File: src/hdl/bbc_pkg.sv
// ----------------------------------------------------------------------------
// bbc_pkg: shared types and constants of the band-pass biquad cascade
// Field widths, fixed-point formats, coefficient table and the command and
// status structs between controller and datapath.
// ----------------------------------------------------------------------------
package bbc_pkg;

  // field widths
  localparam int ChanW   = 2;
  localparam int SampleW = 12;
  localparam int OutW    = 32;

  // defaults of the top level parameters
  localparam int DefChannels   = 3;
  localparam int DefSampleBits = 12;

  // fixed-point formats
  localparam int StW     = 40;  // Q24.16 state
  localparam int StFracW = 16;
  localparam int CoefW   = 28;  // Q3.25 coefficient
  localparam int FracW   = 25;
  localparam int MulBW   = 25;  // multiplier b operand: 24-bit high half or 16-bit low half
  localparam int ProdW   = CoefW + MulBW;
  localparam int AccW    = 70;  // running sum scaled by 2^25
  localparam int SumW    = AccW - FracW;

  localparam int Sections = 4;
  localparam int SecW     = $clog2(Sections);
  localparam int NumCoef  = 5;

  typedef logic signed [CoefW-1:0] coef_t;
  typedef logic signed [StW-1:0]   st_t;
  typedef logic signed [ProdW-1:0] prod_t;
  typedef logic signed [AccW-1:0]  acc_t;

  // rounding offsets folded into the low bits of the accumulator
  localparam logic [FracW-1:0] BiasAdd = FracW'(1) << (FracW - 1);
  localparam logic [FracW-1:0] BiasSub = BiasAdd - FracW'(1);

  localparam logic signed [OutW-1:0] OutMax = {1'b0, {(OutW-1){1'b1}}};
  localparam logic signed [OutW-1:0] OutMin = {1'b1, {(OutW-1){1'b0}}};
  localparam st_t StMax = {1'b0, {(StW-1){1'b1}}};
  localparam st_t StMin = {1'b1, {(StW-1){1'b0}}};

  // decimal coefficients scaled by 1e8, rounded half away from zero into Q3.25
  localparam longint QOne  = 64'sd33554432;
  localparam longint QHalf = 64'sd50000000;
  localparam longint QDec  = 64'sd100000000;

  localparam coef_t CoefTab [Sections][NumCoef] = '{
    '{coef_t'(-((64'sd164891342 * QOne + QHalf) / QDec)),
      coef_t'( (64'sd77932149  * QOne + QHalf) / QDec),
      coef_t'( (64'sd14412     * QOne + QHalf) / QDec),
      coef_t'( (64'sd28824     * QOne + QHalf) / QDec),
      coef_t'( (64'sd14412     * QOne + QHalf) / QDec)},
    '{coef_t'(-((64'sd175188517 * QOne + QHalf) / QDec)),
      coef_t'( (64'sd82786889  * QOne + QHalf) / QDec),
      coef_t'( (64'sd100000000 * QOne + QHalf) / QDec),
      coef_t'( (64'sd200000000 * QOne + QHalf) / QDec),
      coef_t'( (64'sd100000000 * QOne + QHalf) / QDec)},
    '{coef_t'(-((64'sd169281282 * QOne + QHalf) / QDec)),
      coef_t'( (64'sd88994696  * QOne + QHalf) / QDec),
      coef_t'( (64'sd100000000 * QOne + QHalf) / QDec),
      coef_t'(-((64'sd200000000 * QOne + QHalf) / QDec)),
      coef_t'( (64'sd100000000 * QOne + QHalf) / QDec)},
    '{coef_t'(-((64'sd188326655 * QOne + QHalf) / QDec)),
      coef_t'( (64'sd93936089  * QOne + QHalf) / QDec),
      coef_t'( (64'sd100000000 * QOne + QHalf) / QDec),
      coef_t'(-((64'sd200000000 * QOne + QHalf) / QDec)),
      coef_t'( (64'sd100000000 * QOne + QHalf) / QDec)}
  };

  typedef enum logic [2:0] {
    CO_A1,
    CO_A2,
    CO_B0,
    CO_B1,
    CO_B2
  } coef_sel_e;

  typedef enum logic [1:0] {
    OPND_Z1,
    OPND_Z2,
    OPND_W
  } opnd_sel_e;

  typedef enum logic [2:0] {
    ACC_HOLD,
    ACC_LOADV,
    ACC_ZERO,
    ACC_HI,
    ACC_LO
  } acc_op_e;

  typedef enum logic {
    ENT_Z1,
    ENT_Z2
  } ent_sel_e;

  typedef struct packed {
    logic            ld_in;
    logic [SecW-1:0] sec;
    logic            mem_rd;
    logic            mem_wr;
    ent_sel_e        ent;
    logic            ld_z1;
    logic            ld_z2;
    logic            mul_en;
    logic            mul_lo;
    coef_sel_e       coef;
    opnd_sel_e       opnd;
    acc_op_e         acc_op;
    logic            acc_sub;
    logic            ld_w;
    logic            ld_v;
    logic            out_ld;
    logic            out_zero;
  } bbc_cmd_t;

  typedef struct packed {
    logic chan_ok;
    logic out_free;
  } bbc_sts_t;

  function automatic coef_t coef_lut(logic [SecW-1:0] sec, coef_sel_e sel);
    coef_t c;
    case (sel)
      CO_A1:   c = CoefTab[sec][0];
      CO_A2:   c = CoefTab[sec][1];
      CO_B0:   c = CoefTab[sec][2];
      CO_B1:   c = CoefTab[sec][3];
      CO_B2:   c = CoefTab[sec][4];
      default: c = '0;
    endcase
    return c;
  endfunction

endpackage

File: src/hdl/bbc_ifs.sv
// ----------------------------------------------------------------------------
// bbc_ifs: sample and result channels
// Valid/ready channels carrying one raw sample in and one filtered value out.
// ----------------------------------------------------------------------------
interface bbc_in_if import bbc_pkg::*; ();
  logic               valid;
  logic               ready;
  logic [ChanW-1:0]   chan;
  logic [SampleW-1:0] sample;

  modport source (output valid, output chan, output sample, input ready);
  modport sink   (input valid, input chan, input sample, output ready);
endinterface

interface bbc_out_if import bbc_pkg::*; ();
  logic                   valid;
  logic                   ready;
  logic [ChanW-1:0]       out_chan;
  logic signed [OutW-1:0] filtered;

  modport source (output valid, output out_chan, output filtered, input ready);
  modport sink   (input valid, input out_chan, input filtered, output ready);
endinterface

File: src/hdl/bbc_dpath.sv
// ----------------------------------------------------------------------------
// bbc_dpath: biquad datapath
// Delay word memory, shared 28x25 multiplier, rounding accumulator,
// saturation and the output register.
// ----------------------------------------------------------------------------
module bbc_dpath import bbc_pkg::*; #(
  parameter int CHANNELS    = DefChannels,
  parameter int SAMPLE_BITS = DefSampleBits
) (
  input  logic                   clk_i,
  input  logic                   rst_ni,
  input  logic [ChanW-1:0]       chan_i,
  input  logic [SampleW-1:0]     sample_i,
  input  bbc_cmd_t               cmd_i,
  output bbc_sts_t               sts_o,
  output logic                   out_valid_o,
  input  logic                   out_ready_i,
  output logic [ChanW-1:0]       out_chan_o,
  output logic signed [OutW-1:0] filtered_o
);

  localparam int Depth = CHANNELS * Sections * 2;
  localparam int AddrW = $clog2(Depth);
  localparam logic [SampleW-1:0] SampleMask =
    (SAMPLE_BITS >= SampleW) ? {SampleW{1'b1}} : SampleW'((1 << SAMPLE_BITS) - 1);

  // delay word memory, entries without a valid bit read as zero
  st_t              mem [Depth];
  logic [Depth-1:0] vld_q;
  st_t              rd_q;
  logic [AddrW-1:0] addr;
  st_t              wdata;

  logic [ChanW-1:0] chan_q;
  st_t              v_q, z1_q, z2_q, w_q;
  prod_t            mp_q;
  acc_t             acc_q, acc_d;
  coef_t            coef;
  st_t              opnd_z;
  logic signed [MulBW-1:0] opnd;
  acc_t             hi_ext, lo_ext, hi_base;
  logic signed [SumW-1:0] sum;
  st_t              sum_sat;

  logic                   out_valid_q;
  logic [ChanW-1:0]       out_chan_q;
  logic signed [OutW-1:0] filtered_q;
  logic signed [OutW-1:0] v_sat;

  assign sts_o.chan_ok  = (int'(chan_i) < CHANNELS);
  assign sts_o.out_free = !out_valid_q || out_ready_i;

  assign addr  = AddrW'({chan_q, cmd_i.sec, cmd_i.ent});
  assign wdata = (cmd_i.ent == ENT_Z2) ? z1_q : w_q;

  always_ff @(posedge clk_i) begin
    if (cmd_i.mem_wr) begin
      mem[addr] <= wdata;
    end
    if (cmd_i.mem_rd) begin
      rd_q <= vld_q[addr] ? mem[addr] : '0;
    end
  end

  always_ff @(posedge clk_i or negedge rst_ni) begin
    if (!rst_ni) begin
      vld_q <= '0;
    end else if (cmd_i.mem_wr) begin
      vld_q[addr] <= 1'b1;
    end
  end

  // multiplier operand: high half signed, low half as positive value
  always_comb begin
    case (cmd_i.opnd)
      OPND_Z1: opnd_z = z1_q;
      OPND_Z2: opnd_z = z2_q;
      default: opnd_z = w_q;
    endcase
  end

  assign coef = coef_lut(cmd_i.sec, cmd_i.coef);
  assign opnd = cmd_i.mul_lo ? {{(MulBW-StFracW){1'b0}}, opnd_z[StFracW-1:0]}
                             : {opnd_z[StW-1], opnd_z[StW-1:StFracW]};

  // accumulator keeps sum*2^25; each product is floored by clearing the low
  // bits before its rounding offset and high partial product go in
  assign hi_ext  = {{(AccW-ProdW-StFracW){mp_q[ProdW-1]}}, mp_q, {StFracW{1'b0}}};
  assign lo_ext  = {{(AccW-ProdW){mp_q[ProdW-1]}}, mp_q};
  assign hi_base = {acc_q[AccW-1:FracW], cmd_i.acc_sub ? BiasSub : BiasAdd};

  always_comb begin
    case (cmd_i.acc_op)
      ACC_LOADV: acc_d = {{(AccW-StW-FracW){v_q[StW-1]}}, v_q, {FracW{1'b0}}};
      ACC_ZERO:  acc_d = '0;
      ACC_HI:    acc_d = cmd_i.acc_sub ? hi_base - hi_ext : hi_base + hi_ext;
      ACC_LO:    acc_d = cmd_i.acc_sub ? acc_q - lo_ext : acc_q + lo_ext;
      default:   acc_d = acc_q;
    endcase
  end

  assign sum = acc_q[AccW-1:FracW];

  always_comb begin
    if (sum[SumW-1:StW-1] == {(SumW-StW+1){sum[SumW-1]}}) begin
      sum_sat = sum[StW-1:0];
    end else begin
      sum_sat = sum[SumW-1] ? StMin : StMax;
    end
  end

  always_comb begin
    if (v_q[StW-1:OutW-1] == {(StW-OutW+1){v_q[StW-1]}}) begin
      v_sat = v_q[OutW-1:0];
    end else begin
      v_sat = v_q[StW-1] ? OutMin : OutMax;
    end
  end

  always_ff @(posedge clk_i) begin
    if (cmd_i.ld_in) begin
      chan_q <= chan_i;
      v_q    <= StW'({sample_i & SampleMask, {StFracW{1'b0}}});
    end else if (cmd_i.ld_v) begin
      v_q <= sum_sat;
    end
    if (cmd_i.ld_z1) begin
      z1_q <= rd_q;
    end
    if (cmd_i.ld_z2) begin
      z2_q <= rd_q;
    end
    if (cmd_i.ld_w) begin
      w_q <= sum_sat;
    end
    if (cmd_i.mul_en) begin
      mp_q <= coef * opnd;
    end
    acc_q <= acc_d;
    if (cmd_i.out_ld) begin
      out_chan_q <= chan_q;
      filtered_q <= cmd_i.out_zero ? '0 : v_sat;
    end
  end

  always_ff @(posedge clk_i or negedge rst_ni) begin
    if (!rst_ni) begin
      out_valid_q <= 1'b0;
    end else if (cmd_i.out_ld) begin
      out_valid_q <= 1'b1;
    end else if (out_ready_i) begin
      out_valid_q <= 1'b0;
    end
  end

  assign out_valid_o = out_valid_q;
  assign out_chan_o  = out_chan_q;
  assign filtered_o  = filtered_q;

endmodule

File: src/hdl/bbc_ctrl.sv
// ----------------------------------------------------------------------------
// bbc_ctrl: biquad sequencer
// Steps the datapath through the two state reads, five products and two
// write-backs of each section, four sections per sample.
// ----------------------------------------------------------------------------
module bbc_ctrl import bbc_pkg::*; (
  input  logic     clk_i,
  input  logic     rst_ni,
  input  logic     in_valid_i,
  output logic     in_ready_o,
  input  bbc_sts_t sts_i,
  output bbc_cmd_t cmd_o
);

  typedef enum logic [4:0] {
    ST_IDLE,
    ST_RDZ1,
    ST_RDZ2,
    ST_W_A1H,
    ST_W_A1L,
    ST_W_A2H,
    ST_W_A2L,
    ST_W_FIN,
    ST_W_SAT,
    ST_Y_B0H,
    ST_Y_B0L,
    ST_Y_B1H,
    ST_Y_B1L,
    ST_Y_B2H,
    ST_Y_B2L,
    ST_Y_FIN,
    ST_Y_SAT,
    ST_DONE
  } state_e;

  localparam logic [SecW-1:0] SecLast = SecW'(Sections - 1);

  state_e          state_q, state_d;
  logic [SecW-1:0] sec_q, sec_d;
  logic            zero_q, zero_d;

  always_ff @(posedge clk_i or negedge rst_ni) begin
    if (!rst_ni) begin
      state_q <= ST_IDLE;
      sec_q   <= '0;
      zero_q  <= 1'b0;
    end else begin
      state_q <= state_d;
      sec_q   <= sec_d;
      zero_q  <= zero_d;
    end
  end

  always_comb begin
    state_d    = state_q;
    sec_d      = sec_q;
    zero_d     = zero_q;
    in_ready_o = 1'b0;
    cmd_o      = '0;
    cmd_o.sec  = sec_q;
    unique case (state_q)
      ST_IDLE: begin
        in_ready_o = 1'b1;
        if (in_valid_i) begin
          cmd_o.ld_in = 1'b1;
          sec_d       = '0;
          zero_d      = !sts_i.chan_ok;
          state_d     = sts_i.chan_ok ? ST_RDZ1 : ST_DONE;
        end
      end
      ST_RDZ1: begin
        cmd_o.mem_rd = 1'b1;
        cmd_o.ent    = ENT_Z1;
        state_d      = ST_RDZ2;
      end
      ST_RDZ2: begin
        cmd_o.mem_rd = 1'b1;
        cmd_o.ent    = ENT_Z2;
        cmd_o.ld_z1  = 1'b1;
        state_d      = ST_W_A1H;
      end
      // w = v - a1*z1 - a2*z2
      ST_W_A1H: begin
        cmd_o.ld_z2  = 1'b1;
        cmd_o.mul_en = 1'b1;
        cmd_o.coef   = CO_A1;
        cmd_o.opnd   = OPND_Z1;
        cmd_o.acc_op = ACC_LOADV;
        state_d      = ST_W_A1L;
      end
      ST_W_A1L: begin
        cmd_o.mul_en  = 1'b1;
        cmd_o.mul_lo  = 1'b1;
        cmd_o.coef    = CO_A1;
        cmd_o.opnd    = OPND_Z1;
        cmd_o.acc_op  = ACC_HI;
        cmd_o.acc_sub = 1'b1;
        state_d       = ST_W_A2H;
      end
      ST_W_A2H: begin
        cmd_o.mul_en  = 1'b1;
        cmd_o.coef    = CO_A2;
        cmd_o.opnd    = OPND_Z2;
        cmd_o.acc_op  = ACC_LO;
        cmd_o.acc_sub = 1'b1;
        state_d       = ST_W_A2L;
      end
      ST_W_A2L: begin
        cmd_o.mul_en  = 1'b1;
        cmd_o.mul_lo  = 1'b1;
        cmd_o.coef    = CO_A2;
        cmd_o.opnd    = OPND_Z2;
        cmd_o.acc_op  = ACC_HI;
        cmd_o.acc_sub = 1'b1;
        state_d       = ST_W_FIN;
      end
      ST_W_FIN: begin
        cmd_o.acc_op  = ACC_LO;
        cmd_o.acc_sub = 1'b1;
        state_d       = ST_W_SAT;
      end
      // old z1 moves into the z2 entry
      ST_W_SAT: begin
        cmd_o.ld_w   = 1'b1;
        cmd_o.mem_wr = 1'b1;
        cmd_o.ent    = ENT_Z2;
        state_d      = ST_Y_B0H;
      end
      // y = b0*w + b1*z1 + b2*z2
      ST_Y_B0H: begin
        cmd_o.mul_en = 1'b1;
        cmd_o.coef   = CO_B0;
        cmd_o.opnd   = OPND_W;
        cmd_o.acc_op = ACC_ZERO;
        state_d      = ST_Y_B0L;
      end
      ST_Y_B0L: begin
        cmd_o.mul_en = 1'b1;
        cmd_o.mul_lo = 1'b1;
        cmd_o.coef   = CO_B0;
        cmd_o.opnd   = OPND_W;
        cmd_o.acc_op = ACC_HI;
        state_d      = ST_Y_B1H;
      end
      ST_Y_B1H: begin
        cmd_o.mul_en = 1'b1;
        cmd_o.coef   = CO_B1;
        cmd_o.opnd   = OPND_Z1;
        cmd_o.acc_op = ACC_LO;
        state_d      = ST_Y_B1L;
      end
      ST_Y_B1L: begin
        cmd_o.mul_en = 1'b1;
        cmd_o.mul_lo = 1'b1;
        cmd_o.coef   = CO_B1;
        cmd_o.opnd   = OPND_Z1;
        cmd_o.acc_op = ACC_HI;
        state_d      = ST_Y_B2H;
      end
      ST_Y_B2H: begin
        cmd_o.mul_en = 1'b1;
        cmd_o.coef   = CO_B2;
        cmd_o.opnd   = OPND_Z2;
        cmd_o.acc_op = ACC_LO;
        state_d      = ST_Y_B2L;
      end
      ST_Y_B2L: begin
        cmd_o.mul_en = 1'b1;
        cmd_o.mul_lo = 1'b1;
        cmd_o.coef   = CO_B2;
        cmd_o.opnd   = OPND_Z2;
        cmd_o.acc_op = ACC_HI;
        state_d      = ST_Y_FIN;
      end
      ST_Y_FIN: begin
        cmd_o.acc_op = ACC_LO;
        state_d      = ST_Y_SAT;
      end
      // w goes into the z1 entry, y feeds the next section
      ST_Y_SAT: begin
        cmd_o.ld_v   = 1'b1;
        cmd_o.mem_wr = 1'b1;
        cmd_o.ent    = ENT_Z1;
        if (sec_q == SecLast) begin
          state_d = ST_DONE;
        end else begin
          sec_d   = sec_q + SecW'(1);
          state_d = ST_RDZ1;
        end
      end
      ST_DONE: begin
        if (sts_i.out_free) begin
          cmd_o.out_ld   = 1'b1;
          cmd_o.out_zero = zero_q;
          state_d        = ST_IDLE;
        end
      end
      default: begin
        state_d = ST_IDLE;
      end
    endcase
  end

endmodule

File: src/hdl/bandpass_biquad_cascade_core.sv
// ----------------------------------------------------------------------------
// bandpass_biquad_cascade_core: per-channel 8th-order band-pass filter
// Four direct-form-II biquad sections on one shared multiplier, with the
// delay words of every channel held in a small memory.
// ----------------------------------------------------------------------------
// usage:
//   in_i carries a raw converter count and its channel; out_o returns the
//   filtered value in signed Q16.16 with the same channel number. each
//   transfer on in_i produces exactly one transfer on out_o, in order.
//   each section steps through two delay word reads, five products, each
//   taken as a high and a low half on the single 28x25 multiplier, two
//   accumulator settling steps and two write-backs. a new sample is taken
//   only once the previous one has passed all four sections, as the
//   multiplier is shared by all twenty products.
//   a channel number at or above CHANNELS gives a zero result and leaves
//   all filter state alone.
//   the result sits in an output register: the next sample is taken while it
//   waits, and the sequencer only holds at its last step if the previous
//   result is still not taken.
//   reset clears every channel's delay words at once (per-entry valid bits),
//   so samples are taken right after reset.
// ----------------------------------------------------------------------------
module bandpass_biquad_cascade_core import bbc_pkg::*; #(
  parameter int CHANNELS    = DefChannels,
  parameter int SAMPLE_BITS = DefSampleBits
) (
  input  logic      clk_i,
  input  logic      rst_ni,
  bbc_in_if.sink    in_i,
  bbc_out_if.source out_o
);

  bbc_cmd_t cmd;
  bbc_sts_t sts;
  logic     in_ready;

  assign in_i.ready = in_ready;

  bbc_ctrl u_ctrl (
    .clk_i      (clk_i),
    .rst_ni     (rst_ni),
    .in_valid_i (in_i.valid),
    .in_ready_o (in_ready),
    .sts_i      (sts),
    .cmd_o      (cmd)
  );

  bbc_dpath #(
    .CHANNELS    (CHANNELS),
    .SAMPLE_BITS (SAMPLE_BITS)
  ) u_dpath (
    .clk_i       (clk_i),
    .rst_ni      (rst_ni),
    .chan_i      (in_i.chan),
    .sample_i    (in_i.sample),
    .cmd_i       (cmd),
    .sts_o       (sts),
    .out_valid_o (out_o.valid),
    .out_ready_i (out_o.ready),
    .out_chan_o  (out_o.out_chan),
    .filtered_o  (out_o.filtered)
  );

`ifndef SYNTHESIS
  // a bad channel never touches the delay memory
  a_bad_chan_no_mem: assert property (@(posedge clk_i) disable iff (!rst_ni)
    (in_i.valid && in_ready && !sts.chan_ok) |=> (!cmd.mem_rd && !cmd.mem_wr))
    else $error("delay memory accessed for an out-of-range channel");

  // a good channel starts with its z1 read
  a_good_chan_reads: assert property (@(posedge clk_i) disable iff (!rst_ni)
    (in_i.valid && in_ready && sts.chan_ok) |=> (cmd.mem_rd && cmd.ent == ENT_Z1))
    else $error("section sequence did not start after a sample transfer");

  // the output register is only overwritten once it is free
  a_out_ld_free: assert property (@(posedge clk_i) disable iff (!rst_ni)
    cmd.out_ld |-> sts.out_free)
    else $error("pending result overwritten");

  // no new sample while the multiplier is busy
  a_no_accept_busy: assert property (@(posedge clk_i) disable iff (!rst_ni)
    cmd.mul_en |-> !in_ready)
    else $error("sample taken while a filter pass is running");
`endif

endmodule

File: src/flat_wrapper.sv
// flat-port wrapper written by rule: the top's interface ports become plain ports
module bandpass_biquad_cascade_core_flat import bbc_pkg::*;
#(
  parameter int CHANNELS    = DefChannels,
  parameter int SAMPLE_BITS = DefSampleBits
)
  (clk_i, rst_ni, in_i_valid, in_i_chan, in_i_sample, in_i_ready, out_o_valid, out_o_out_chan, out_o_filtered, out_o_ready);
  bbc_in_if in_i_i ();
  bbc_out_if out_o_i ();
  input  logic clk_i;
  input  logic rst_ni;
  input wire logic [$bits(in_i_i.valid)-1:0] in_i_valid;
  input wire logic [$bits(in_i_i.chan)-1:0] in_i_chan;
  input wire logic [$bits(in_i_i.sample)-1:0] in_i_sample;
  output wire logic [$bits(in_i_i.ready)-1:0] in_i_ready;
  output wire logic [$bits(out_o_i.valid)-1:0] out_o_valid;
  output wire logic [$bits(out_o_i.out_chan)-1:0] out_o_out_chan;
  output wire logic [$bits(out_o_i.filtered)-1:0] out_o_filtered;
  input wire logic [$bits(out_o_i.ready)-1:0] out_o_ready;
  assign in_i_i.valid = in_i_valid;
  assign in_i_i.chan = in_i_chan;
  assign in_i_i.sample = in_i_sample;
  assign in_i_ready = in_i_i.ready;
  assign out_o_valid = out_o_i.valid;
  assign out_o_out_chan = out_o_i.out_chan;
  assign out_o_filtered = out_o_i.filtered;
  assign out_o_i.ready = out_o_ready;
  bandpass_biquad_cascade_core #(.CHANNELS(CHANNELS), .SAMPLE_BITS(SAMPLE_BITS)) u_core (.clk_i(clk_i), .rst_ni(rst_ni), .in_i(in_i_i), .out_o(out_o_i));
endmodule
File: config.mk
export PLATFORM = sky130hd
export DESIGN_NAME = bandpass_biquad_cascade_core_flat
export DESIGN_NICKNAME = d
export VERILOG_FILES = /design/src/hdl/bbc_pkg.sv /design/src/hdl/bbc_ifs.sv /design/src/hdl/bbc_dpath.sv /design/src/hdl/bbc_ctrl.sv /design/src/hdl/bandpass_biquad_cascade_core.sv /design/src/flat_wrapper.sv
export SDC_FILE = /design/constraint.sdc
export NUM_CORES = 2
export LEC_CHECK = 0
export ABC_CLOCK_PERIOD_IN_PS = 17100
export CAP_MARGIN = 5
export CORE_ASPECT_RATIO = 2
export CORE_MARGIN = 3
export CORE_UTILIZATION = 55
export CTS_CLUSTER_DIAMETER = 40
export CTS_CLUSTER_SIZE = 16
export DETAILED_ROUTE_END_ITERATION = 10
export DONT_BUFFER_PORTS = 1
export PLACE_DENSITY = 0.67
export SYNTH_ARGS = -nofsm -noshare
export SYNTH_HDL_FRONTEND = slang
export SYNTH_HIERARCHICAL = 1
export SYNTH_SLANG_ARGS = --single-unit
File: constraint.sdc
create_clock -name clk_i -period 17.1 [get_ports clk_i]
set_input_delay 1.71 -clock clk_i [delete_from_list [all_inputs] [get_ports clk_i]]
set_output_delay 1.71 -clock clk_i [all_outputs]
set_load 0.01 [all_outputs]
==> results.txt <==
FFs w/ async S/R, synth: 2.441%
Cell count after synthesis: 6,868
Root Buffer: clkbuf_16
Vias in the first global route: 59.97k
Site Rows: 204
Crit path largest cell delay: 870 ps
Share of cells above drive strength 1: 10.79%
Element type at the critical path start: flip-flop
Clock Skews: 83.52 ps
Fin. Hold Viols: 0
Routed Wire Length: 279,000 um
Cell Area, Synth: 85,590 um^2
Post-layout nets: 7,780
Worst-Margin Slew: 1313 ps
TNS Setup: 0 ps
CP endpoint kind: flip-flop
Initial antenna violation count: 23
Starting Density: 55.43%
Mux cell area share after synthesis: 7.408%
Placed insts: 8,703
Worst skew pair latency: 780 ps
DR top layer: met5
Hold path startpoint: u_core/u_dpath/rd_q[24]$_SDFFCE_PN0P_
Compound-Gate Fraction of Synth Area: 8.338%
Setup Crit Path Kind: flip-flop to flip-flop
Postcts setup bufs: 0
Period utilisation layout: 66.38%
Total number of vias: 56.43k
Metal1 wirelength: 84,850 um
Number of synthesized flops with an enable pin: 1,291
Detailed Place HPWL: 199,400 um
Port Buffer Count: 0
Chip width: 284.9 um
Critical path required time: 17,590 ps
GR Overflow Total: 0
Primary FF master, synth: edfxtp_1
FF-to-FF Start: u_core/u_ctrl/state_q[2]$_DFFE_PN0P_
DR WL/cell: 31.32 um
Clock buffer depth: 3
Largest net degree at the start of global routing: 133
Max Slew Vio Count: 0
Met2 WL post-DR: 143,400 um
First drt pass iteration count: 6
Achievable Freq: 88.10 MHz
Largest family of logic cells by synthesized area: adder cells
Library cells used by synthesis: 95
Drt drc: 0
Initial DRC count: 5,056
Hold Path Class: flip-flop to flip-flop
Boundary pin count: 54
Net Count, Synth: 7,888
Synth Area per Inst: 12.46 um^2
Layout Area Growth over Synthesis: 7.477%
Post-synthesis xor/xnor area fraction: 2.393%
Routed Antenna Nets: 0
Final worst slack: 5749 ps
Maxcap violations: 0
H-tree depth: 3
Most used cell along the critical path: fa_1
Die Ht: 563.9 um
Clk pin slew, worst setup/hold paths: 70 ps
TritonCTS Buffers: 114
Slew HR: 12.47%
Setup violations, final: 0
Post-Layout Cell Count: 8,906
Post-route minimum period: 11,350 ps
CP arrival: 11,840 ps
GRT Util Overall: 35.23%
Vias per inst: 6.336
Unrepaired setup endpoints after global routing: no
First-pass GRT wire length: 403,500 um
Ys Warns: 6
Critical path startpoint: u_core/u_ctrl/state_q[2]$_DFFE_PN0P_
Post-cts resize count: 0
Placer Congestion: 1.022
Worst hold slack: 449.1 ps
Die area: 160,700 um^2
Status: finished clean
DR WL met3: 19,730 um
Simple-Gate Fraction of Synth Area: 8.867%
CP max-delay cell: nor2_1
Worst Path Max Fanout: 20
Core area: 154,400 um^2
CTS Sinks: 1,352
Post-CTS Hold Buffers: 0
Pre-CTS setup slack: 6069 ps
CTS tree: done
Adder-cell area share of the yosys netlist: 21.05%
Register area share after synthesis: 46.91%
Most frequent cells in the layout: edfxtp_1 (1,291), inv_1 (776), nand2_1 (767)
Synth Register Bits: 1,352
Commonest non-fill, non-tap cell in the layout: edfxtp_1
-- area by class of cell --
cell class / instances / area (um^2)
fill: 12360 / 62430
multi-input combinational: 4379 / 41610
sequential: 1352 / 40160
clock buffer: 150 / 3114
inverter: 779 / 2924
tap: 2060 / 2577
timing repair buffer: 134 / 1035
clock inverter: 38 / 538.0
antenna: 14 / 35.03
-- cell families after synthesis --
kind of cell | after synthesis
adder cells (fa/ha/maj) | 1003
buffers and inverters | 1137
AND/OR/NAND/NOR | 1717
AO/OA/AOI/OAI | 1109
multiplexers | 317
flip-flops | 1352
XOR/XNOR | 233
-- synth_stat cells, types with 14 or more instances --
library cell / n / area, um^2
edfxtp_1: 1291 / 38770
inv_1: 777 / 2917
nand2_1: 767 / 2879
fa_1: 729 / 14590
nor2_1: 493 / 1851
a21oi_1: 304 / 1521
clkbuf_1: 296 / 1111
ha_1: 273 / 3416
mux4_2: 249 / 5608
o21ai_0: 222 / 1111
xnor2_1: 170 / 1489
a21o_1: 137 / 1028
a22oi_1: 108 / 810.8
nand2b_1: 70 / 437.9
a31oi_1: 62 / 387.9
xor2_1: 62 / 543.0
nor2b_1: 57 / 356.6
nor3_1: 56 / 280.3
nand3_1: 50 / 250.2
buf_1: 49 / 183.9
mux2_2: 42 / 473.0
or2_2: 41 / 256.5
and2_1: 36 / 225.2
nand4_1: 36 / 225.2
o21bai_1: 34 / 255.2
a211oi_1: 33 / 247.7
dfrtp_1: 33 / 825.8
o21a_1: 33 / 247.7
and3_1: 30 / 187.7
dfxtp_1: 28 / 560.5
mux2i_1: 26 / 260.3
o31ai_1: 21 / 157.7
nor4_1: 19 / 118.9
or3_1: 17 / 106.4
o22ai_1: 14 / 87.58
-- stage by stage --
| stage | util (%) | cell area [um^2] |
|---|---|---|
| 3_3_place_gp | 57.17 | 88290 |
| 4_1_cts | 59.54 | 91940 |
| 3_5_place_dp | 57.17 | 88290 |
| 2_1_floorplan | - | 85590 |
| 5_1_grt | 59.55 | 91960 |
| 6_report | 59.57 | 91990 |
-- flip-flops by register name, summed over array words and instances, names as in the netlist --
name / cells
u_core/u_dpath/filtered_o: 32
u_core/u_dpath/vld_q: 24
u_core/u_dpath/v_q: 40
u_core/u_dpath/z2_q: 40
u_core/u_dpath/out_valid_o: 1
u_core/u_dpath/acc_q: 70
u_core/u_ctrl/zero_q: 1
u_core/u_dpath/mp_q: 53
u_core/u_dpath/w_q: 40
u_core/u_dpath/z1_q: 40
u_core/u_ctrl/sec_q: 2
u_core/u_ctrl/state_q: 5
u_core/u_dpath/out_chan_o: 2
u_core/u_dpath/mem: 960
u_core/u_dpath/rd_q: 40
u_core/u_dpath/chan_q: 2
-- critical path, delay by kind of cell (launching register included) --
kind,cells,cell delay [ps]
xor+xnor,1,80
flops,1,650
fa+ha+maj,8,3660
buf+inv,3,160
compound gates,7,2660
simple gates,10,3840
-- metal layers --
metal  GRT usage (%)  up-vias
li1                -    23710
met1           36.08    28790
met2           61.67     2772
met3           6.509     1139
met4           30.65       14
met5               0        -
-- final timing paths --
| path | end | slack (ps) | cells past startpoint |
|---|---|---|---|
| worst max-delay path | u_core/u_dpath/mp_q[44]$_DFFE_PP_ | 5750 | 29 |
| worst min-delay path | u_core/u_dpath/z2_q[24]$_DFFE_PP_ | 450 | 0 |
| worst max register to register | u_core/u_dpath/mp_q[44]$_DFFE_PP_ | 5750 | 29 |
| worst min register to register | u_core/u_dpath/z2_q[24]$_DFFE_PP_ | 450 | 0 |
| max in group asynchronous | u_core/u_ctrl/sec_q[0]$_DFFE_PN0P_ | 16400 | 0 |
| min in group asynchronous | u_core/u_dpath/vld_q[4]$_DFFE_PN0P_ | 590 | 0 |
Power is not shown: default switching activity piles up to over one toggle a cycle in this logic, so the estimate is an artifact.
